[config.mk]
export PLATFORM = sky130hd
export DESIGN_NAME = ptrail_xform
export DESIGN_NICKNAME = d
export VERILOG_FILES = /design/src/hw/rtl/assert_macros.svh /design/src/hw/rtl/ptrail_pkg.sv /design/src/hw/rtl/ptrail_xform.sv
export SDC_FILE = /design/constraint.sdc
export NUM_CORES = 2
export LEC_CHECK = 0
export ABC_AREA = 1
export BUFFER_PORTS_ARGS = -buffer_cell sky130_fd_sc_hd__clkbuf_2
export CORE_MARGIN = 10
export CORE_UTILIZATION = 50
export CTS_CLUSTER_SIZE = 25
export DETAILED_ROUTE_END_ITERATION = 8
export GPL_TIMING_DRIVEN = 1
export PLACE_DENSITY = 0.69
export REMOVE_ABC_BUFFERS = 1
export SLEW_MARGIN = 20
export SYNTH_ARGS = -nofsm -noshare
export SYNTH_HDL_FRONTEND = slang
export SYNTH_SLANG_ARGS = --single-unit
export TNS_END_PERCENT = 20
[constraint.sdc]
create_clock -name clock -period 8.94 [get_ports clock]
set_clock_uncertainty 0.2 [all_clocks]
set_input_delay 0.894 -clock clock [delete_from_list [all_inputs] [get_ports clock]]
set_output_delay 0.894 -clock clock [all_outputs]
set_load 0.01 [all_outputs]
[src/hw/rtl/assert_macros.svh]
// ----------------------------------------------------------------------------
// assertion helpers
// concurrent property checks, compiled out for synthesis
// ----------------------------------------------------------------------------
`ifndef ASSERT_MACROS_SVH
`define ASSERT_MACROS_SVH
`ifndef SYNTHESIS
// property must hold at every rising edge outside reset
`define PT_ASSERT(lbl, clk, rst, prop) \
   lbl: assert property (@(posedge clk) disable iff (rst) prop) \
      else $error("property check failed");
// condition must never be seen at a rising edge outside reset
`define PT_ASSERT_NEVER(lbl, clk, rst, expr) \
   lbl: assert property (@(posedge clk) disable iff (rst) !(expr)) \
      else $error("forbidden condition seen");
`else
`define PT_ASSERT(lbl, clk, rst, prop)
`define PT_ASSERT_NEVER(lbl, clk, rst, expr)
`endif
`endif

[src/hw/rtl/ptrail_pkg.sv]
// ----------------------------------------------------------------------------
// ptrail_pkg
// shared types and constants of the path trail interpolator
// ----------------------------------------------------------------------------
`timescale 1ns / 1ps

package ptrail_pkg;

   // output coordinate width, sets the saturation bounds
   localparam int COORD_BITS = 16;

   // request and response payloads
   typedef struct packed {
      logic               mode;
      logic [7:0]         point_index;
      logic signed [15:0] point_x;
      logic signed [15:0] point_y;
      logic signed [15:0] point_z;
      logic [23:0]        query_time;
   } req_data_type;

   typedef struct packed {
      logic signed [15:0] out_x;
      logic signed [15:0] out_y;
      logic signed [15:0] out_z;
      logic               last;
   } rsp_data_type;

   // request modes
   localparam logic MODE_LOAD  = 1'b0;
   localparam logic MODE_QUERY = 1'b1;

   // configuration register indexes
   localparam int CSR_IDX_W = 3;
   localparam logic [CSR_IDX_W-1:0] CSR_ROT_ROW_X     = 3'd0;
   localparam logic [CSR_IDX_W-1:0] CSR_ROT_ROW_Y     = 3'd1;
   localparam logic [CSR_IDX_W-1:0] CSR_ROT_ROW_Z     = 3'd2;
   localparam logic [CSR_IDX_W-1:0] CSR_OFFSET_XYZ    = 3'd3;
   localparam logic [CSR_IDX_W-1:0] CSR_POINT_COUNT   = 3'd4;
   localparam logic [CSR_IDX_W-1:0] CSR_TRAIL_COUNT   = 3'd5;
   localparam logic [CSR_IDX_W-1:0] CSR_TRAIL_SPACING = 3'd6;

   // remainder unit command and status
   typedef struct packed {
      logic        start;
      logic [15:0] dividend;
      logic [8:0]  divisor;
   } rem_cmd_type;

   typedef struct packed {
      logic       busy;
      logic       done;
      logic [8:0] remainder;
   } rem_stat_type;

   // interpolate and transform unit status
   typedef struct packed {
      logic               done;
      logic signed [15:0] x;
      logic signed [15:0] y;
      logic signed [15:0] z;
   } xf_stat_type;

   // sequencer states
   typedef enum logic [2:0] {
      ST_IDLE,
      ST_MOD,
      ST_RDA,
      ST_RDB,
      ST_GO,
      ST_XF,
      ST_EMIT
   } top_state_type;

   typedef enum logic [2:0] {
      XF_IDLE,
      XF_INTERP,
      XF_MUL,
      XF_ADD,
      XF_FIN
   } xf_state_type;

endpackage

[src/hw/rtl/ptrail_xform.sv]
// ----------------------------------------------------------------------------
// ptrail_xform
// interpolates two waypoints, rotates, offsets and saturates one point
// ----------------------------------------------------------------------------
`timescale 1ns / 1ps

module ptrail_xform
   import ptrail_pkg::*;
(
   input  logic        clock,
   input  logic        reset,
   input  logic        start,
   input  logic [47:0] a_point,
   input  logic [47:0] b_point,
   input  logic [7:0]  frac,
   input  logic [47:0] rot_row_x,
   input  logic [47:0] rot_row_y,
   input  logic [47:0] rot_row_z,
   input  logic [47:0] offset_xyz,
   output xf_stat_type stat
);

   localparam logic signed [25:0] SAT_HI = 26'((1 << (COORD_BITS - 1)) - 1);
   localparam logic signed [25:0] SAT_LO = -SAT_HI - 26'sd1;
   localparam logic [25:0]        MASK   = 26'((1 << COORD_BITS) - 1);
   localparam logic signed [41:0] HALF   = 42'sd8388608;

   // coordinate c of a packed triple, x in the low bits
   function automatic logic signed [15:0] coord_pick(input logic [47:0] w,
                                                     input logic [1:0] sel);
      logic signed [15:0] v;
      case (sel)
         2'd0:    v = w[15:0];
         2'd1:    v = w[31:16];
         default: v = w[47:32];
      endcase
      return v;
   endfunction

   // rotation coefficient for column c, x column in the high bits
   function automatic logic signed [15:0] coef_pick(input logic [47:0] w,
                                                    input logic [1:0] sel);
      logic signed [15:0] v;
      case (sel)
         2'd0:    v = w[47:32];
         2'd1:    v = w[31:16];
         default: v = w[15:0];
      endcase
      return v;
   endfunction

   xf_state_type       state_ff, state_in;
   logic [1:0]         c_ff;
   logic [1:0]         r_ff;
   logic               done_ff;
   logic [47:0]        a_ff;
   logic [47:0]        b_ff;
   logic [7:0]         frac_ff;
   logic signed [23:0] px_ff, py_ff, pz_ff;
   logic signed [39:0] prod_ff;
   logic signed [41:0] acc_ff;
   logic signed [15:0] rx_ff, ry_ff, rz_ff;

   logic               ld_en, interp_en, mul_en, add_en, fin_en;
   logic               last_col, last_row;

   logic signed [15:0] a_c, b_c, coef, off;
   logic signed [16:0] diff;
   logic signed [25:0] dprod, pval;
   logic signed [23:0] p_new, p_cur;
   logic [47:0]        row;
   logic signed [39:0] prod_in;
   logic [41:0]        acc_base;
   logic signed [41:0] acc_in, rnd;
   logic signed [17:0] vs;
   logic signed [25:0] sum, sat;
   logic [25:0]        masked;
   logic signed [15:0] res;

   assign last_col = (c_ff == 2'd2);
   assign last_row = (r_ff == 2'd2);

   // next state
   always_comb begin
      state_in = state_ff;
      case (state_ff)
         XF_IDLE:   if (start) state_in = XF_INTERP;
         XF_INTERP: if (last_col) state_in = XF_MUL;
         XF_MUL:    state_in = XF_ADD;
         XF_ADD:    state_in = last_col ? XF_FIN : XF_MUL;
         XF_FIN:    state_in = last_row ? XF_IDLE : XF_MUL;
         default:   state_in = XF_IDLE;
      endcase
   end

   // state outputs
   always_comb begin
      ld_en     = 1'b0;
      interp_en = 1'b0;
      mul_en    = 1'b0;
      add_en    = 1'b0;
      fin_en    = 1'b0;
      case (state_ff)
         XF_IDLE:   ld_en = start;
         XF_INTERP: interp_en = 1'b1;
         XF_MUL:    mul_en = 1'b1;
         XF_ADD:    add_en = 1'b1;
         XF_FIN:    fin_en = 1'b1;
         default:   ld_en = 1'b0;
      endcase
   end

   // interpolation a*256 + (b-a)*f, exact in 24 bits
   always_comb begin
      a_c   = coord_pick(a_ff, c_ff);
      b_c   = coord_pick(b_ff, c_ff);
      diff  = {b_c[15], b_c} - {a_c[15], a_c};
      dprod = diff * $signed({1'b0, frac_ff});
      pval  = dprod + $signed({{2{a_c[15]}}, a_c, 8'd0});
      p_new = pval[23:0];
   end

   // one rotation term per multiply
   always_comb begin
      case (r_ff)
         2'd0:    row = rot_row_x;
         2'd1:    row = rot_row_y;
         default: row = rot_row_z;
      endcase
      case (c_ff)
         2'd0:    p_cur = px_ff;
         2'd1:    p_cur = py_ff;
         default: p_cur = pz_ff;
      endcase
      coef     = coef_pick(row, c_ff);
      prod_in  = coef * p_cur;
      acc_base = (c_ff == 2'd0) ? '0 : acc_ff;
      acc_in   = $signed(acc_base) + $signed({{2{prod_ff[39]}}, prod_ff});
   end

   // round to Q4.12, add offset, saturate
   always_comb begin
      rnd    = acc_ff + HALF;
      vs     = rnd[41:24];
      off    = coord_pick(offset_xyz, r_ff);
      sum    = $signed({{8{vs[17]}}, vs}) + $signed({{10{off[15]}}, off});
      if (sum > SAT_HI) begin
         sat = SAT_HI;
      end else if (sum < SAT_LO) begin
         sat = SAT_LO;
      end else begin
         sat = sum;
      end
      masked = sat & MASK;
      res    = masked[15:0];
   end

   // control
   always_ff @(posedge clock) begin
      if (reset) begin
         state_ff <= XF_IDLE;
         c_ff     <= '0;
         r_ff     <= '0;
         done_ff  <= 1'b0;
      end else begin
         state_ff <= state_in;
         done_ff  <= fin_en && last_row;
         if (ld_en) begin
            c_ff <= '0;
            r_ff <= '0;
         end else begin
            if (interp_en || add_en) begin
               c_ff <= last_col ? 2'd0 : c_ff + 2'd1;
            end
            if (fin_en) begin
               r_ff <= last_row ? 2'd0 : r_ff + 2'd1;
            end
         end
      end
   end

   // datapath
   always_ff @(posedge clock) begin
      if (ld_en) begin
         a_ff    <= a_point;
         b_ff    <= b_point;
         frac_ff <= frac;
      end
      if (interp_en) begin
         case (c_ff)
            2'd0:    px_ff <= p_new;
            2'd1:    py_ff <= p_new;
            default: pz_ff <= p_new;
         endcase
      end
      if (mul_en) begin
         prod_ff <= prod_in;
      end
      if (add_en) begin
         acc_ff <= acc_in;
      end
      if (fin_en) begin
         case (r_ff)
            2'd0:    rx_ff <= res;
            2'd1:    ry_ff <= res;
            default: rz_ff <= res;
         endcase
      end
   end

   assign stat.done = done_ff;
   assign stat.x    = rx_ff;
   assign stat.y    = ry_ff;
   assign stat.z    = rz_ff;

endmodule

After elaboration in Yosys (flattened, before gate mapping)
Cells that the tools add are included.
- bits in registers: 314
- latch bits: 0
- bits in writable memories: 0
- memory bits (read-only): 0
- input port bits: 299
- output and inout bits: 49
- memories: 0
- $add $sub $neg: 7
- multiply operators: 2
- divide/modulo/power cells: 0
- magnitude comparators: 2
- equal/unequal tests: 10
- shift-type cells: 0
- mux-type cells: 21
- bitwise operators: 2
- reductions and logical operators: 15
- operators by type and width (cell ; count):
    $pmux W16 S2 ; 4
    $pmux W48 S2 ; 1
    $pmux W24 S2 ; 1
    $add A42 B25 Y42 const B ; 1
    $add A42 B40 Y42 ; 1
    $mux W42 ; 1
    $mul A16 B24 Y40 ; 1
    $mux W16 ; 2
    $add A24 B24 Y24 ; 1
    $mul A17 B9 Y24 ; 1
    $add A18 B16 Y19 ; 1
    $gt A19 B16 Y1 const B ; 1
    $lt A19 B16 Y1 const B ; 1
    $sub A16 B16 Y17 ; 1
    $pmux W3 S5 ; 1
    $reduce_and A2 Y1 ; 7
    $mux W3 ; 3
    $eq A3 B2 Y1 const B ; 2
    $mux W2 ; 3
    $reduce_or A2 Y1 ; 3
    $mux W1 ; 5
    $add A2 B1 Y2 const B ; 2
    $eq A2 B1 Y1 const B ; 2
    $eq A2 B2 Y1 const B ; 2
    other kinds (8) ; 11

Logic depth before layout (Yosys ltp)
- depth after elaboration: 6
- depth in mapped cells: 39
- depth with buffers taken out: 36

Worst setup path before layout
Ideal clock, no wire load.
- path kind: register to register
- from: register c_ff[1]
- to: register px_ff[21], data pin
- data arrival time: 6.863 ns
- required time: 8.474 ns
- slack: 1.611 ns
- stages on the path, launching flop included: 35
- buffers on the path: 3
- period minus slack after synthesis: 7.329 ns
- path through: dfxtp_1 -> inv_2 -> buf_2 -> buf_2 -> buf_1 -> o22ai_1 -> nor2_1 -> ha_1 -> inv_1 -> fa_1 -> nand2_1 -> nand2_1 -> nand3_1 -> nand3_1 -> a21oi_1 -> xor2_1 -> nand2_1 -> fa_1 -> inv_1 -> fa_1 -> inv_1 -> fa_1 -> inv_1 -> fa_1 -> inv_1 -> fa_1 -> inv_1 -> ha_1 -> a21oi_1 -> o21ai_0 -> a21oi_1 -> o21ai_0 -> nand3_1 -> nand2_1 -> xor2_1
- word-level cells in the longest chain between the ends: 5
- elaborated cells between the ends (all ways): 7
- classes of those cells: 2 x add/sub; 1 x mul; 1 x eq/ne; 2 x mux; 1 x reduce/logical
- RTL lines (what ; line ; text):
    start, declared ; ptrail_xform.sv:53 ; logic [1:0] c_ff;
    start signal, assigned ; ptrail_xform.sv:173 ; c_ff <= last_col ? 2'd0 : c_ff + 2'd1;
    $eq A2 B1 Y1 / $logic_not A2 Y1 (equally long branches) ; ptrail_xform.sv:32 ; case (sel)
    $pmux W16 S2 ; ptrail_xform.sv:32 ;
    $sub A16 B16 Y17 ; ptrail_xform.sv:117 ; diff = {b_c[15], b_c} - {a_c[15], a_c};
    $mul A17 B9 Y24 ; ptrail_xform.sv:118 ; dprod = diff * $signed({1'b0, frac_ff});
    $add A24 B24 Y24 (*) ; ptrail_xform.sv:119 ; pval = dprod + $signed({{2{a_c[15]}}, a_c, 8'd0});
    named net pval[21] ; ptrail_xform.sv:69 ; logic signed [25:0] dprod, pval;
    end signal, assigned ; ptrail_xform.sv:191 ; 2'd0: px_ff <= p_new;
    end, declared ; ptrail_xform.sv:59 ; logic signed [23:0] px_ff, py_ff, pz_ff;
The timed path passes the listed nets; every way through them passes the cells marked *.
A chain may end at the register's enable or synchronous reset.

Worst setup path after layout
- from: register c_ff[1]
- to: register pz_ff[23], data pin
- word-level cells in the longest chain between the ends: 5
- elaborated cells between the ends (all ways): 7
- classes of those cells: 2 x add/sub; 1 x mul; 1 x eq/ne; 2 x mux; 1 x reduce/logical
- RTL lines (what ; line ; text):
    $eq A2 B1 Y1 / $logic_not A2 Y1 (equally long branches) ; ptrail_xform.sv:32 ;
    $pmux W16 S2 ; ptrail_xform.sv:32 ;
    $sub A16 B16 Y17 ; ptrail_xform.sv:117 ;
    $mul A17 B9 Y24 ; ptrail_xform.sv:118 ;
    $add A24 B24 Y24 (*) ; ptrail_xform.sv:119 ;
    named net pval[23] ; ptrail_xform.sv:69 ;
    end signal, assigned ; ptrail_xform.sv:193 ; default: pz_ff <= p_new;
    end, declared ; ptrail_xform.sv:59 ;
Marked as above.

==> flow_metrics.py <==
metrics = {
    "placement": {
        "gp_congestion": 0.9961,
        "post-dp-hpwl_um": 95090,
        "port_buffers": 347,
    },
    "detailed_routing": {
        "drt_iter0_drc": 2343,
        "remaining_drc_errors": 0,
        "highest_layer": "met5",
        "wl_met2_um": 52620,
        "drt-pass1-iter-count": 6,
        "wirelength_um": 112100,
        "vias": 30150,
        "met1Wirelength_um": 46000,
        "wl_per_cell_um": 20.01,
        "post_drt_via_cell_ratio": 5.384,
        "antenna_left": 0,
        "wl_met3_um": 9729,
    },
    "clock_tree": {
        "cts-root-buf": "clkbuf_16",
        "cts_buffers": 38,
        "cts_setup_buffers": 0,
        "ctsHoldBuffers": 0,
        "cts_max_level": 2,
        "cts_num_sinks": 314,
        "cts.repair.resized": 0,
        "insertion_delay_ns": 0.59,
        "cts_tree": "built",
        "clock_path_buffers": 3,
        "clk_pin_slew_worst_paths_ns": 0.06,
    },
    "critical_path": {
        "cpMostUsedCell": "inv_1",
        "crit_start": "c_ff[1]",
        "worst-r2r-setup-slack_ns": 0.68,
        "reg2reg_from": "c_ff[1]",
        "crit_path_max_incr_delay_ns": 0.63,
        "start_kind": "flop",
        "cp.arrival_ns": 8.35,
        "worstSetupEndpointType": "flop",
        "path_class": "reg -> reg",
        "slowest_stage": "fa_1",
        "cp_max_fo": 17,
        "endpoint": "pz_ff[23]",
        "reg2reg_depth": 33,
        "r2r_end": "pz_ff[23]",
        "critPathRequiredTime_ns": 9.04,
    },
    "die": {
        "num_rows": 99,
        "ios": 348,
        "core-area_um2": 72710,
        "initial_core_util": 0.5027,
        "die-width_um": 290.4,
        "die-area_um2": 84330,
        "die_h_um": 290.4,
    },
    "yosys": {
        "syn-instance-count": 4261,
        "synth-compound-area-share": 0.07681,
        "synth_top_cells_by_area": "fa_1 (27%), edfxtp_1 (25%), inv_1 (8.7%), nand2_1 (8.3%), ha_1 (7.7%)",
        "synthFlopType": "edfxtp_1",
        "postSynth.asyncResetShare": 0,
        "yosysSeqAreaShare": 0.2558,
        "synth_top_family_by_area": "adder cells",
        "yosysTopAreaCell": "fa_1",
        "yosysWarnings": 0,
        "yosys-mux-area-fraction": 0,
        "synthSimpleGateAreaFrac": 0.1833,
        "synth_edf_count": 306,
        "ys_ff_latch": 314,
        "ys_types": 51,
        "synth.avg_cell_area_um2": 8.579,
        "synthAdderAreaFrac": 0.3478,
        "synth_top_area_share": 0.2711,
        "syn-cell-area_um2": 36560,
        "synth_xor_area_frac": 0.02971,
    },
    "flow_run": {
        "maxCapViolCount": 0,
    },
    "final_layout": {
        "antennaDiodeCount": 0,
        "regArea_um2": 9349,
        "syn_to_final_growth_pct": 11.35,
        "drive_above_1_share": 0.1159,
        "final_common_cell": "inv_1",
        "num-nets-final": 5630,
        "multi_input_area_um2": 23340,
        "most-common-layout-cells": "inv_1 (851), nand2_1 (806), nor2_1 (619)",
        "final.fill_count": 6798,
    },
    "global_routing": {
        "grt_max_degree": 85,
        "grt-ovfl-total": 0,
        "antenna_found_initial": 4,
        "grt_first_pass_wirelength_um": 175900,
        "first_global_vias": 31250,
        "grt_use_total": 0.2655,
    },
    "sta": {
        "rsz0062_at_grt": "no",
        "maxSlewViolCount": 0,
        "tightest_slew_ns": 1.037,
        "fmax_mhz": 121.1,
        "setup_tns_ns": 0,
        "period_minus_slack_ns": 8.257,
        "fin_crit_sh": 0.9236,
        "setup_viol": 0,
        "hold_violations": 0,
        "slew_headroom": 0.3090,
    },
    "hold_path": {
        "hp-class": "in -> reg",
    },
    "status": {
        "status": "completed",
    },
}
flip-flops by register name, summed over array words and instances, names as in the netlist, 24 cells and up:
signal   count
a_ff        48
pz_ff       24
acc_ff      42
px_ff       24
py_ff       24
b_ff        48
prod_ff     40
how the worst min path moves through the flow:
stage,startpoint,endpoint,slack [ns],depth (start not counted)
finish,b_point[2],b_ff[2],0.30,1
global placement,c_ff[0],c_ff[0],0.32,2
floorplan,c_ff[0],c_ff[0],0.27,2
CTS,a_point[38],a_ff[38],0.27,1
detailed placement,c_ff[0],c_ff[0],0.33,2
global route,frac[4],frac_ff[4],0.27,1
routing by layer:
layer | global-route usage | up-vias
li1 | - | 13990
met1 | 0.3427 | 14700
met2 | 0.4397 | 1266
met3 | 0.05720 | 194
met4 | 0.08558 | 6
met5 | 0 | -
layout make-up:
| type | instances | area share |
|---|---|---|
| sequential | 314 | 0.2297 |
| inverter | 877 | 0.08088 |
| clock inverter | 24 | 0.006087 |
| timing repair buffer | 416 | 0.05632 |
| clock buffer | 45 | 0.02401 |
| tap | 959 | 0.02948 |
| multi-input combinational | 2965 | 0.5735 |
synthesized netlist by cell type (3+ instances only):
cell,instances
a21boi_0,3
a21o_1,18
a21oi_1,157
a221oi_1,12
a31oi_1,10
and3_1,3
buf_1,6
buf_2,44
buf_4,24
buf_6,9
clkbuf_1,22
dfxtp_1,8
edfxtp_1,306
fa_1,495
ha_1,224
inv_1,851
inv_2,26
nand2_1,806
nand2_2,4
nand3_1,129
nand3_2,10
nand3b_1,6
nand4_1,27
nor2_1,626
nor2_4,3
nor3_1,36
nor4_1,5
o211ai_1,10
o21a_1,41
o21ai_0,86
o21ai_1,7
o21bai_1,16
o22a_1,35
o22ai_1,48
or2_2,7
xnor2_1,38
xor2_1,86
cells by family (layout without fill, tap and decap cells):
logic type               Yosys count  in the layout
XOR/XNOR                         124            124
AO/OA/AOI/OAI                    456            456
buffers and inverters            982           1362
flip-flops                       314            314
adder cells (fa/ha/maj)          719            719
AND/OR/NAND/NOR                 1666           1666
critical path, delay by kind of cell (launching register included):
kind	cells	cell delay, ns
flip-flops	1	0.47
AO/OA/AOI/OAI	2	0.30
AND/OR/NAND/NOR	13	2.05
buffers and inverters	11	1.56
adder cells (fa/ha/maj)	7	3.38
metrics by stage:
stage | instances | util | worst slack, ns | hold WS [ns] | instance area, um2
2_1_floorplan | 4156 | - | 0.002686 | 0.2688 | 35950
3_3_place_gp | 5531 | 0.5429 | 0.8820 | 0.3224 | 39480
3_5_place_dp | 5531 | 0.5429 | 0.9050 | 0.3310 | 39480
4_1_cts | 5600 | 0.5598 | 0.8529 | 0.2674 | 40700
5_1_grt | 5600 | 0.5598 | 0.2513 | 0.2737 | 40700
6_report | 5600 | 0.5598 | 0.6833 | 0.2983 | 40700
Power is not shown: default switching activity piles up to over one toggle a cycle in this logic, so the estimate is an artifact.
