**src/hw/rtl/assert_macros.svh**
```systemverilog
// ----------------------------------------------------------------------------
// assertion helpers
// concurrent property checks, compiled out for synthesis
// ----------------------------------------------------------------------------
`ifndef ASSERT_MACROS_SVH
`define ASSERT_MACROS_SVH
`ifndef SYNTHESIS
// property must hold at every rising edge outside reset
`define PT_ASSERT(lbl, clk, rst, prop) \
   lbl: assert property (@(posedge clk) disable iff (rst) prop) \
      else $error("property check failed");
// condition must never be seen at a rising edge outside reset
`define PT_ASSERT_NEVER(lbl, clk, rst, expr) \
   lbl: assert property (@(posedge clk) disable iff (rst) !(expr)) \
      else $error("forbidden condition seen");
`else
`define PT_ASSERT(lbl, clk, rst, prop)
`define PT_ASSERT_NEVER(lbl, clk, rst, expr)
`endif
`endif

```
**src/hw/rtl/ptrail_pkg.sv**
```systemverilog
// ----------------------------------------------------------------------------
// ptrail_pkg
// shared types and constants of the path trail interpolator
// ----------------------------------------------------------------------------
`timescale 1ns / 1ps

package ptrail_pkg;

   // output coordinate width, sets the saturation bounds
   localparam int COORD_BITS = 16;

   // request and response payloads
   typedef struct packed {
      logic               mode;
      logic [7:0]         point_index;
      logic signed [15:0] point_x;
      logic signed [15:0] point_y;
      logic signed [15:0] point_z;
      logic [23:0]        query_time;
   } req_data_type;

   typedef struct packed {
      logic signed [15:0] out_x;
      logic signed [15:0] out_y;
      logic signed [15:0] out_z;
      logic               last;
   } rsp_data_type;

   // request modes
   localparam logic MODE_LOAD  = 1'b0;
   localparam logic MODE_QUERY = 1'b1;

   // configuration register indexes
   localparam int CSR_IDX_W = 3;
   localparam logic [CSR_IDX_W-1:0] CSR_ROT_ROW_X     = 3'd0;
   localparam logic [CSR_IDX_W-1:0] CSR_ROT_ROW_Y     = 3'd1;
   localparam logic [CSR_IDX_W-1:0] CSR_ROT_ROW_Z     = 3'd2;
   localparam logic [CSR_IDX_W-1:0] CSR_OFFSET_XYZ    = 3'd3;
   localparam logic [CSR_IDX_W-1:0] CSR_POINT_COUNT   = 3'd4;
   localparam logic [CSR_IDX_W-1:0] CSR_TRAIL_COUNT   = 3'd5;
   localparam logic [CSR_IDX_W-1:0] CSR_TRAIL_SPACING = 3'd6;

   // remainder unit command and status
   typedef struct packed {
      logic        start;
      logic [15:0] dividend;
      logic [8:0]  divisor;
   } rem_cmd_type;

   typedef struct packed {
      logic       busy;
      logic       done;
      logic [8:0] remainder;
   } rem_stat_type;

   // interpolate and transform unit status
   typedef struct packed {
      logic               done;
      logic signed [15:0] x;
      logic signed [15:0] y;
      logic signed [15:0] z;
   } xf_stat_type;

   // sequencer states
   typedef enum logic [2:0] {
      ST_IDLE,
      ST_MOD,
      ST_RDA,
      ST_RDB,
      ST_GO,
      ST_XF,
      ST_EMIT
   } top_state_type;

   typedef enum logic [2:0] {
      XF_IDLE,
      XF_INTERP,
      XF_MUL,
      XF_ADD,
      XF_FIN
   } xf_state_type;

endpackage

```
**src/hw/rtl/ptrail_rem.sv**
```systemverilog
// ----------------------------------------------------------------------------
// ptrail_rem
// restoring remainder unit, one dividend bit per cycle
// ----------------------------------------------------------------------------
`timescale 1ns / 1ps

module ptrail_rem
   import ptrail_pkg::*;
(
   input  logic         clock,
   input  logic         reset,
   input  rem_cmd_type  cmd,
   output rem_stat_type stat
);

   logic        busy_ff;
   logic        done_ff;
   logic [3:0]  cnt_ff;
   logic [8:0]  rem_ff;
   logic [15:0] dvd_ff;
   logic [8:0]  dvs_ff;

   logic [9:0]  trial;
   logic [9:0]  trial_sub;
   logic [8:0]  rem_in;

   // shift in the next dividend bit, subtract when it fits
   always_comb begin
      trial     = {rem_ff, dvd_ff[15]};
      trial_sub = trial - {1'b0, dvs_ff};
      if (trial >= {1'b0, dvs_ff}) begin
         rem_in = trial_sub[8:0];
      end else begin
         rem_in = trial[8:0];
      end
   end

   // control
   always_ff @(posedge clock) begin
      if (reset) begin
         busy_ff <= 1'b0;
         done_ff <= 1'b0;
         cnt_ff  <= '0;
      end else begin
         done_ff <= 1'b0;
         if (cmd.start) begin
            busy_ff <= 1'b1;
            cnt_ff  <= '0;
         end else if (busy_ff) begin
            cnt_ff <= cnt_ff + 4'd1;
            if (cnt_ff == 4'd15) begin
               busy_ff <= 1'b0;
               done_ff <= 1'b1;
            end
         end
      end
   end

   // datapath
   always_ff @(posedge clock) begin
      if (cmd.start) begin
         rem_ff <= '0;
         dvd_ff <= cmd.dividend;
         dvs_ff <= cmd.divisor;
      end else if (busy_ff) begin
         rem_ff <= rem_in;
         dvd_ff <= {dvd_ff[14:0], 1'b0};
      end
   end

   assign stat.busy      = busy_ff;
   assign stat.done      = done_ff;
   assign stat.remainder = rem_ff;

endmodule

```
**config.mk**
```make
export PLATFORM = sky130hd
export DESIGN_NAME = ptrail_rem
export DESIGN_NICKNAME = d
export VERILOG_FILES = /design/src/hw/rtl/assert_macros.svh /design/src/hw/rtl/ptrail_pkg.sv /design/src/hw/rtl/ptrail_rem.sv
export SDC_FILE = /design/constraint.sdc
export NUM_CORES = 1
export LEC_CHECK = 0
export BUFFER_PORTS_ARGS = -buffer_cell sky130_fd_sc_hd__buf_2
export CAP_MARGIN = 20
export CORE_MARGIN = 2
export CORE_UTILIZATION = 49
export DETAILED_ROUTE_END_ITERATION = 12
export PLACE_DENSITY = 0.82
export SLEW_MARGIN = 20
export SYNTH_ARGS = -nofsm -noshare
export SYNTH_HDL_FRONTEND = slang
export SYNTH_SLANG_ARGS = --single-unit
export TNS_END_PERCENT = 30
```
**constraint.sdc**
```tcl
create_clock -name clock -period 2.2 [get_ports clock]
set_clock_uncertainty 0.1 [all_clocks]
set_input_delay 0.44 -clock clock [delete_from_list [all_inputs] [get_ports clock]]
set_output_delay 0.44 -clock clock [all_outputs]
set_load 0.02 [all_outputs]
```
== Word-level counts from Yosys, hierarchy flattened ==
Cells that the tools add are included.
W data, S select, Z words.

* Register bits: 40
* Bits of input ports: 28
* Logic and storage cells: 21

* Add/subtract/negate cells: 2
* Magnitude comparators: 1
* Equality and inequality tests: 1
* Muxes and demuxes: 7
* Bitwise logic cells: 1
* Reduce and logical (&&, ||, !) cells: 3

{| class="wikitable"
|+ Operators with widths
! kind !! number
|-
| $mux W16 || 2
|-
| $ge A10 B9 Y1 || 1
|-
| $mux W9 || 1
|-
| $sub A9 B9 Y9 || 1
|-
| $add A4 B1 Y4 const B || 1
|-
| $eq A4 B4 Y1 const B || 1
|-
| $mux W1 || 4
|-
| $reduce_or A3 Y1 || 1
|-
| $reduce_bool A2 Y1 || 1
|-
| $reduce_or A2 Y1 || 1
|-
| $not A1 Y1 || 1
|}

== Depth between registers and ports, before layout ==
Gate-level depths: netlist of the first run.

* Depth after elaboration: 4
* Gate-level depth with buffers: 9
* Gate-level depth less buffers: 9

== Least setup slack after synthesis of the first run ==
Ideal clock, no wire load.

* Kind: register -> register
* From: register dvd_ff[15]
* To: register rem_ff[1]
* Arrival: 2.178 ns
* Slack: -0.163 ns
* Cell stages (with the launch flop): 10
* Buffers on the path: 0
* Clock period less this slack: 2.363 ns
* Path through: edfxtp_1 > inv_1 > ha_1 > inv_1 > fa_1 > a211oi_1 > o21a_1 > o211ai_2 > mux2i_1 > a211oi_1

* Longest elaborated chain between the ends: 2

{| class="wikitable"
|+ Ends and longest elaborated chain
! what !! RTL line !! text
|-
| start: declaration || ptrail_rem.sv:20 || <nowiki>logic [15:0] dvd_ff;</nowiki>
|-
| start signal: assignment || ptrail_rem.sv:63 || <nowiki>dvd_ff <= cmd.dividend;</nowiki>
|-
| start signal: assignment || ptrail_rem.sv:67 || <nowiki>dvd_ff <= {dvd_ff[14:0], 1'b0};</nowiki>
|-
| $sub A9 B9 Y9 or $ge A10 B9 Y1 (tied branches) || ptrail_rem.sv:30, ptrail_rem.sv:31 ||
|-
| $mux W9 (*) || ptrail_rem.sv:31 || <nowiki>if (trial >= {1'b0, dvs_ff}) begin</nowiki>
|-
| end signal: assignment || ptrail_rem.sv:66 || <nowiki>rem_ff <= rem_in;</nowiki>
|-
| end: declaration || ptrail_rem.sv:19 || <nowiki>logic [8:0] rem_ff;</nowiki>
|}

Mark *: on every way between the ends. The rest lies on a longest branch, timed or not.
A chain may end at the register's enable or synchronous reset.

== Final worst setup path of the first run ==
* From: register dvd_ff[15]
* To: register rem_ff[8]

Same word-level chain as after synthesis.

==> impl_metrics.py, run 1 <==
metrics = {
    "status": {
        "status": "complete, but fails checks",
        "violations": "setup timing",
    },
    "drt": {
        "wl_per_cell_um": 14.2,
        "routed_wl_um": 4100,
        "dr.pass1.iters": 4,
        "route.vias.total": 1561,
        "drc_errors": 0,
        "ant_nets": 0,
        "routed_via_density": 5.40,
        "drt_iter0_markers": 48,
    },
    "power_and_ir_drop": {
        "swShare": 0.272,
        "internal-power_mw": 1.50,
        "seq_power_share": 0.437,
        "comb_power_share": 0.259,
        "clock_power_share": 0.303,
        "ir_worst_vdd_mv": 0.528,
        "p_leak_nw": 1.13,
        "p_sw_mw": 0.562,
        "p_total_mw": 2.06,
        "power_density_nw_per_um2": 771,
    },
    "placed_design": {
        "dp_hpwl_um": 2900,
        "routabilityCongestion": 0.805,
        "dpl_worst_slack_ns": -0.190,
        "port_buffers": 38,
    },
    "yosys": {
        "netlist_area_sq_um": 2090,
        "ys_top_cells_by_area": "edfxtp_1, dfxtp_1, ha_1",
        "synth_top_area_frac": 0.359,
        "syn_nets": 220,
        "synth_edf_count": 25,
        "syn_inst": 181,
        "yosys_register_bits": 40,
        "yosys_warnings": 0,
        "synthArstFlopShare": 0,
        "synth_area_leader_cell": "edfxtp_1",
        "synth.distinct_cells": 46,
        "syn_area_per_cell_sq_um": 11.5,
        "synth_ff_type": "edfxtp_1",
        "yosysMostFrequentCell": "edfxtp_1",
        "yosysSeqAreaShare": 0.503,
        "ys_top_cells_by_count": "edfxtp_1, nor2_1, dfxtp_1, inv_1, ha_1",
    },
    "critical_path": {
        "critPathSlowestCell": "edfxtp_1",
        "cpPeakStageDelay_ns": 0.40,
        "cp_data_arrival_time_ns": 2.50,
        "path_max_fanout": 4,
        "start_kind": "register",
        "cp.required_ns": 2.31,
        "r2r_cells": 9,
        "crit_type": "register to register",
        "crit_chain": "inv_2, ha_4, inv_2, fa_2, a211oi_4, o211ai_1, o211a_1, or3_1, a311oi_2",
        "cp-end-kind": "register",
        "crit_top_cell": "inv_2",
    },
    "sta": {
        "fmax_ghz": 0.419,
        "worst_pin_slew_ns": 0.472,
        "fin_crit_ns": 2.39,
        "finalMaxSlewViolations": 0,
        "hold_viol": 0,
        "period_share": 1.08,
        "rsz0062_at_grt": "yes",
        "relSlewSlack": 0.685,
        "finalWorstSetupSlack_ns": -0.187,
        "finalSetupViolations": 9,
    },
    "die": {
        "die_w_um": 69.3,
        "rows": 23,
        "ios": 39,
        "die-area_sq_um": 4800,
        "dieHeight_um": 69.3,
        "core_area_sq_um": 4060,
        "start_util": 0.515,
    },
    "clock_network": {
        "cts_tree": "yes",
        "cts_root_buffer": "clkbuf_8",
        "clkSinkCount": 40,
        "hold_buffers": 0,
        "cts_made_buffers": 5,
        "clk_path_buf_depth": 2,
        "clk_pin_slew_ns": 0.08,
        "clk_latency_ns": 0.29,
        "cts_max_level": 2,
    },
    "finish": {
        "drive_gt1_frac": 0.389,
        "diodes": 0,
        "nets": 277,
        "syn_to_final_growth_pct": 28.0,
    },
    "global_routing": {
        "antenna_found_initial": 0,
        "grt_max_degree": 25,
        "grt.overflow.total": 0,
        "grt_pass1_wl_um": 6910,
        "grt_pass1_vias": 1579,
        "track_usage": 0.182,
    },
    "run": {
        "maxCapViolations": 0,
    },
    "min_path": {
        "hold_path_class": "input port to register",
        "min_path_cells": 2,
    },
}
-- what timing repair did --
action / CTS / global route
pin swaps: 9 / 5
endpoints found under the setup margin: 9 / 9
gates resized for setup: 6 / 4
setup buffers: 1 / 2
-- worst paths after layout --
kind | from | endpoint | slack, ns
min reg2reg | cnt_ff[3] | done_ff | 0.40
min | reset | busy_ff | 0.20
max reg2reg | dvd_ff[15] | rem_ff[8] | -0.19
max | dvd_ff[15] | rem_ff[8] | -0.19
-- logic make-up after synthesis --
kind of cell             after synthesis  share of synthesized area
AND/OR/NAND/NOR                       49                      0.128
flip-flops                            40                      0.503
AO/OA/AOI/OAI                         33                      0.120
multiplexers                          21                      0.110
buffers and inverters                 20                     0.0407
adder cells (fa/ha/maj)               11                     0.0695
XOR/XNOR                               7                     0.0293
-- final cells by class --
cell class	instances	area [sq um]
clock buffer	6	82.6
inverter	11	41.3
tap	50	62.6
fill	328	1380
sequential	40	1060
multi-input combinational	121	1050
clock inverter	2	33.8
timing repair buffer	59	348
-- state kept, by name, summed over array words and instances (netlist names) --
name     flops
dvs_ff       9
cnt_ff       4
rem_ff       9
done_ff      1
busy_ff      1
dvd_ff      16
-- layout by cell type (no fill, tap or decap), drive strengths merged, types with 2 or more instances in the layout --
| cell type | Yosys | layout |
|---|---|---|
| inv | 11 | 11 |
| o211ai | 4 | 4 |
| ha | 10 | 10 |
| and2 | 2 | 2 |
| a211oi | 8 | 8 |
| nand4b | 2 | 2 |
| xor2 | 5 | 5 |
| or2 | 2 | 2 |
| or3 | 2 | 2 |
| mux2i | 6 | 6 |
| clkbuf | 5 | 6 |
| o211a | 2 | 2 |
| a21oi | 7 | 7 |
| nor2 | 19 | 19 |
| a311oi | 4 | 4 |
| nand2 | 7 | 7 |
| dfxtp | 15 | 15 |
| xnor2 | 2 | 2 |
| edfxtp | 25 | 25 |
| nand2b | 4 | 4 |
| o21ai | 2 | 2 |
| nand3 | 4 | 4 |
| mux2 | 15 | 15 |
| buf | 4 | 59 |
-- per-layer routing --
| layer | wire [um] | GRT usage | share of wire | vias to the layer above |
|---|---|---|---|---|
| met5 | 0 | 0 | 0 | - |
| met4 | 122 | 0.0871 | 0.030 | 0 |
| met3 | 209 | 0.0494 | 0.051 | 12 |
| met2 | 2050 | 0.309 | 0.50 | 50 |
| met1 | 1720 | 0.211 | 0.42 | 723 |
| li1 | - | - | - | 776 |
-- stage by stage --
step | setup TNS [ns] | instances | instance area (sq um) | utilization | hold slack [ns]
finish | -0.983 | 289 | 2670 | 0.659 | 0.205
global route | -2.04 | 289 | 2670 | 0.659 | 0.202
CTS | -0.621 | 287 | 2640 | 0.649 | 0.204
detailed placement | -1.20 | 278 | 2480 | 0.612 | 0.375
global placement | -0.427 | 278 | 2480 | 0.612 | 0.383
floorplan | 0 | 181 | 2140 | - | 0.357
-- worst max-delay path, delay by kind of cell (launching register included) --
| family | cells | cell delay [ns] |
|---|---|---|
| compound gates | 4 | 0.82 |
| fa+ha+maj | 2 | 0.52 |
| buf+inv | 2 | 0.14 |
| flops | 1 | 0.40 |
| simple gates | 1 | 0.32 |
-- power groups by stage --
stage | logic, mW | registers [mW] | clock network (mW)
after detailed placement | 0.483 | 0.919 | 0
after global placement | 0.470 | 0.917 | 0
after floorplan | 0.311 | 0.934 | 0
after global routing | 0.586 | 0.910 | 0.662
after CTS | 0.511 | 0.902 | 0.634
final | 0.535 | 0.902 | 0.625
Power figures use the tool's default switching activity.
==> run 2, diff against run 1 <==
--- a/config.mk
+++ b/config.mk
@@ -7,10 +7,12 @@
 export LEC_CHECK = 0
 export BUFFER_PORTS_ARGS = -buffer_cell sky130_fd_sc_hd__buf_2
 export CAP_MARGIN = 20
+export CORE_ASPECT_RATIO = 1.2
 export CORE_MARGIN = 2
-export CORE_UTILIZATION = 49
+export CORE_UTILIZATION = 30
 export DETAILED_ROUTE_END_ITERATION = 12
-export PLACE_DENSITY = 0.82
+export PLACE_DENSITY = 0.57
+export RECOVER_POWER = 100
 export SLEW_MARGIN = 20
 export SYNTH_ARGS = -nofsm -noshare
 export SYNTH_HDL_FRONTEND = slang
==> run 2 against run 1 <==
Against the previous run:
- the flow still finishes with violations (setup timing)
- combinational power increased by 2%
- largest power group unchanged
- register-to-register slack improved by 0.04 ns
- sequential cell count unchanged
- routed wire length increased by 6.9%
- final area increased by 2.2%
- critical path depth unchanged
- highest routed layer unchanged
- sequential share of layout area decreased by 0.85 points
- clock power decreased by 5.9%
- global-route usage decreased by 5.7 points
- setup slack improved by 0.042 ns
- first-iteration DRC count increased by 4.2%
==> impl_metrics.py, run 2 (synthesis results as in run 1) <==
metrics = {
    "finish": {
        "final_common_cell": "buf_2",
        "layoutNonFillerInstCount": 332,
        "finalInstanceArea_sq_um": 2730,
        "syn_to_final_growth_pct": 30.8,
        "top_regs": "dvd_ff (16), dvs_ff (9), rem_ff (9)",
        "diodes": 0,
        "drive_gt1_frac": 0.347,
        "nets": 283,
        "final_cell_mix": "buf_2, edfxtp_1, buf_4, nor2_1, clkbuf_1",
        "largest_reg_flops": 16,
        "regMostFlops": "dvd_ff",
    },
    "drt": {
        "drt_iter0_markers": 50,
        "drc_errors": 0,
        "route.vias.total": 1550,
        "routed_via_density": 4.67,
        "routed_wl_um": 4380,
        "dr.pass1.iters": 4,
        "ant_nets": 0,
        "wl_per_cell_um": 13.2,
    },
    "min_path": {
        "holdPathEnd": "busy_ff",
        "min_path_cells": 2,
        "min_from": "reset",
        "hold_path_class": "input port to register",
    },
    "die": {
        "die_w_um": 80.2,
        "core_area_sq_um": 6770,
        "start_util": 0.309,
        "rows": 33,
        "die-area_sq_um": 7650,
        "dieHeight_um": 95.4,
        "ios": 39,
    },
    "clock_network": {
        "clk_pin_slew_ns": 0.07,
        "clkSinkCount": 40,
        "clk_latency_ns": 0.29,
        "cts_tree": "yes",
        "cts_root_buffer": "clkbuf_8",
        "clk_path_buf_depth": 2,
        "cts_max_level": 2,
        "cts_made_buffers": 5,
        "hold_buffers": 0,
    },
    "placed_design": {
        "dp_hpwl_um": 3180,
        "port_buffers": 38,
        "place_area_sq_um": 2560,
        "routabilityCongestion": 0.741,
        "place_inst": 319,
        "dpl_worst_slack_ns": -0.177,
    },
    "sta": {
        "period_share": 1.07,
        "relSlewSlack": 0.293,
        "finalWorstSetupSlack_ns": -0.145,
        "fmax_ghz": 0.426,
        "rsz0062_at_grt": "yes",
        "worst_pin_slew_ns": 1.06,
        "finalMaxSlewViolations": 0,
        "setup_tns_ns": -0.442,
        "hold_viol": 0,
        "fin_crit_ns": 2.34,
        "finalSetupViolations": 8,
    },
    "critical_path": {
        "reg2reg_from": "dvd_ff[15]",
        "cp-end-kind": "register",
        "cp_data_arrival_time_ns": 2.45,
        "regToRegEndpoint": "rem_ff[8]",
        "r2r_cells": 9,
        "cpPeakStageDelay_ns": 0.39,
        "critPathSlowestCell": "edfxtp_1",
        "path_max_fanout": 4,
        "crit_chain": "inv_1, ha_2, inv_2, fa_2, a211oi_4, o211ai_1, o211a_1, or3_1, a311oi_2",
        "r2r_setup_slack_ns": -0.14,
        "crit_type": "register to register",
        "crit_buf_inv": 2,
        "start_kind": "register",
        "critPathTopFamily": "compound AO/OA/AOI/OAI gates",
        "cp.required_ns": 2.31,
    },
    "global_routing": {
        "grt_pass1_vias": 1618,
        "grt_pass1_wl_um": 7360,
        "track_usage": 0.124,
        "antenna_found_initial": 0,
        "grt_max_degree": 21,
        "grt.overflow.total": 0,
    },
    "run": {
        "maxCapViolations": 0,
    },
    "power_and_ir_drop": {
        "ir_worst_vdd_mv": 0.425,
        "p_total_mw": 2.04,
        "power_density_nw_per_um2": 746,
        "p_leak_nw": 1.11,
    },
    "status": {
        "status": "complete, but fails checks",
        "violations": "setup timing",
    },
}
[run 2: layout make-up]
| type | count | area, sq um |
|---|---|---|
| fillers | 691 | 4040 |
| flip-flops and latches | 40 | 1060 |
| multi-input cells | 121 | 1040 |
| repair buffers | 65 | 375 |
| well taps | 87 | 109 |
| clock buffers | 6 | 72.6 |
| inverters | 11 | 41.3 |
| clock inverters | 2 | 35.0 |
[run 2: routing by layer]
layer / wire (um) / GRT usage / part of all wire / vias up
li1: - / - / - / 785
met1: 1830 / 0.145 / 0.42 / 736
met2: 2280 / 0.216 / 0.52 / 25
met3: 218 / 0.0379 / 0.050 / 4
met4: 54 / 0.0438 / 0.012 / 0
met5: 0 / 0 / 0 / -
[run 2: per-stage QoR]
step                      hold WS [ns]  utilization
final                            0.214        0.404
after detailed placement         0.374        0.378
after global placement           0.381        0.378
after CTS                        0.203        0.402
after global routing             0.201        0.404
after floorplan                  0.357            -
[run 2: worst max path at each step]
stage	from	to	slack, ns	cells past startpoint
floorplan	rem_ff[6]	rem_ff[8]	0.0002	6
global placement	dvd_ff[15]	rem_ff[3]	-0.10	9
detailed placement	dvd_ff[15]	rem_ff[1]	-0.18	9
CTS	dvd_ff[15]	rem_ff[8]	-0.12	9
global route	dvd_ff[15]	rem_ff[8]	-0.23	9
finish	dvd_ff[15]	rem_ff[8]	-0.14	9
[run 2: what timing repair did]
item / in CTS / in global routing
pin swaps: 11 / 5
buffers inserted: 3 / 2
endpoints found under the setup margin: 9 / 9
gates resized for setup: 7 / 3
[run 2: worst reg2reg max path, stage by stage, from the launching register on]
cell	delay, ns
edfxtp_1	0.39
inv_1	0.07
ha_2	0.17
inv_2	0.04
fa_2	0.36
a211oi_4	0.32
o211ai_1	0.13
o211a_1	0.15
or3_1	0.32
a311oi_2	0.23
[run 2: report_power, final]
part           internal [mW]  switching, mW
Clock                  0.337          0.251
Sequential             0.870         0.0314
Combinational          0.274          0.275
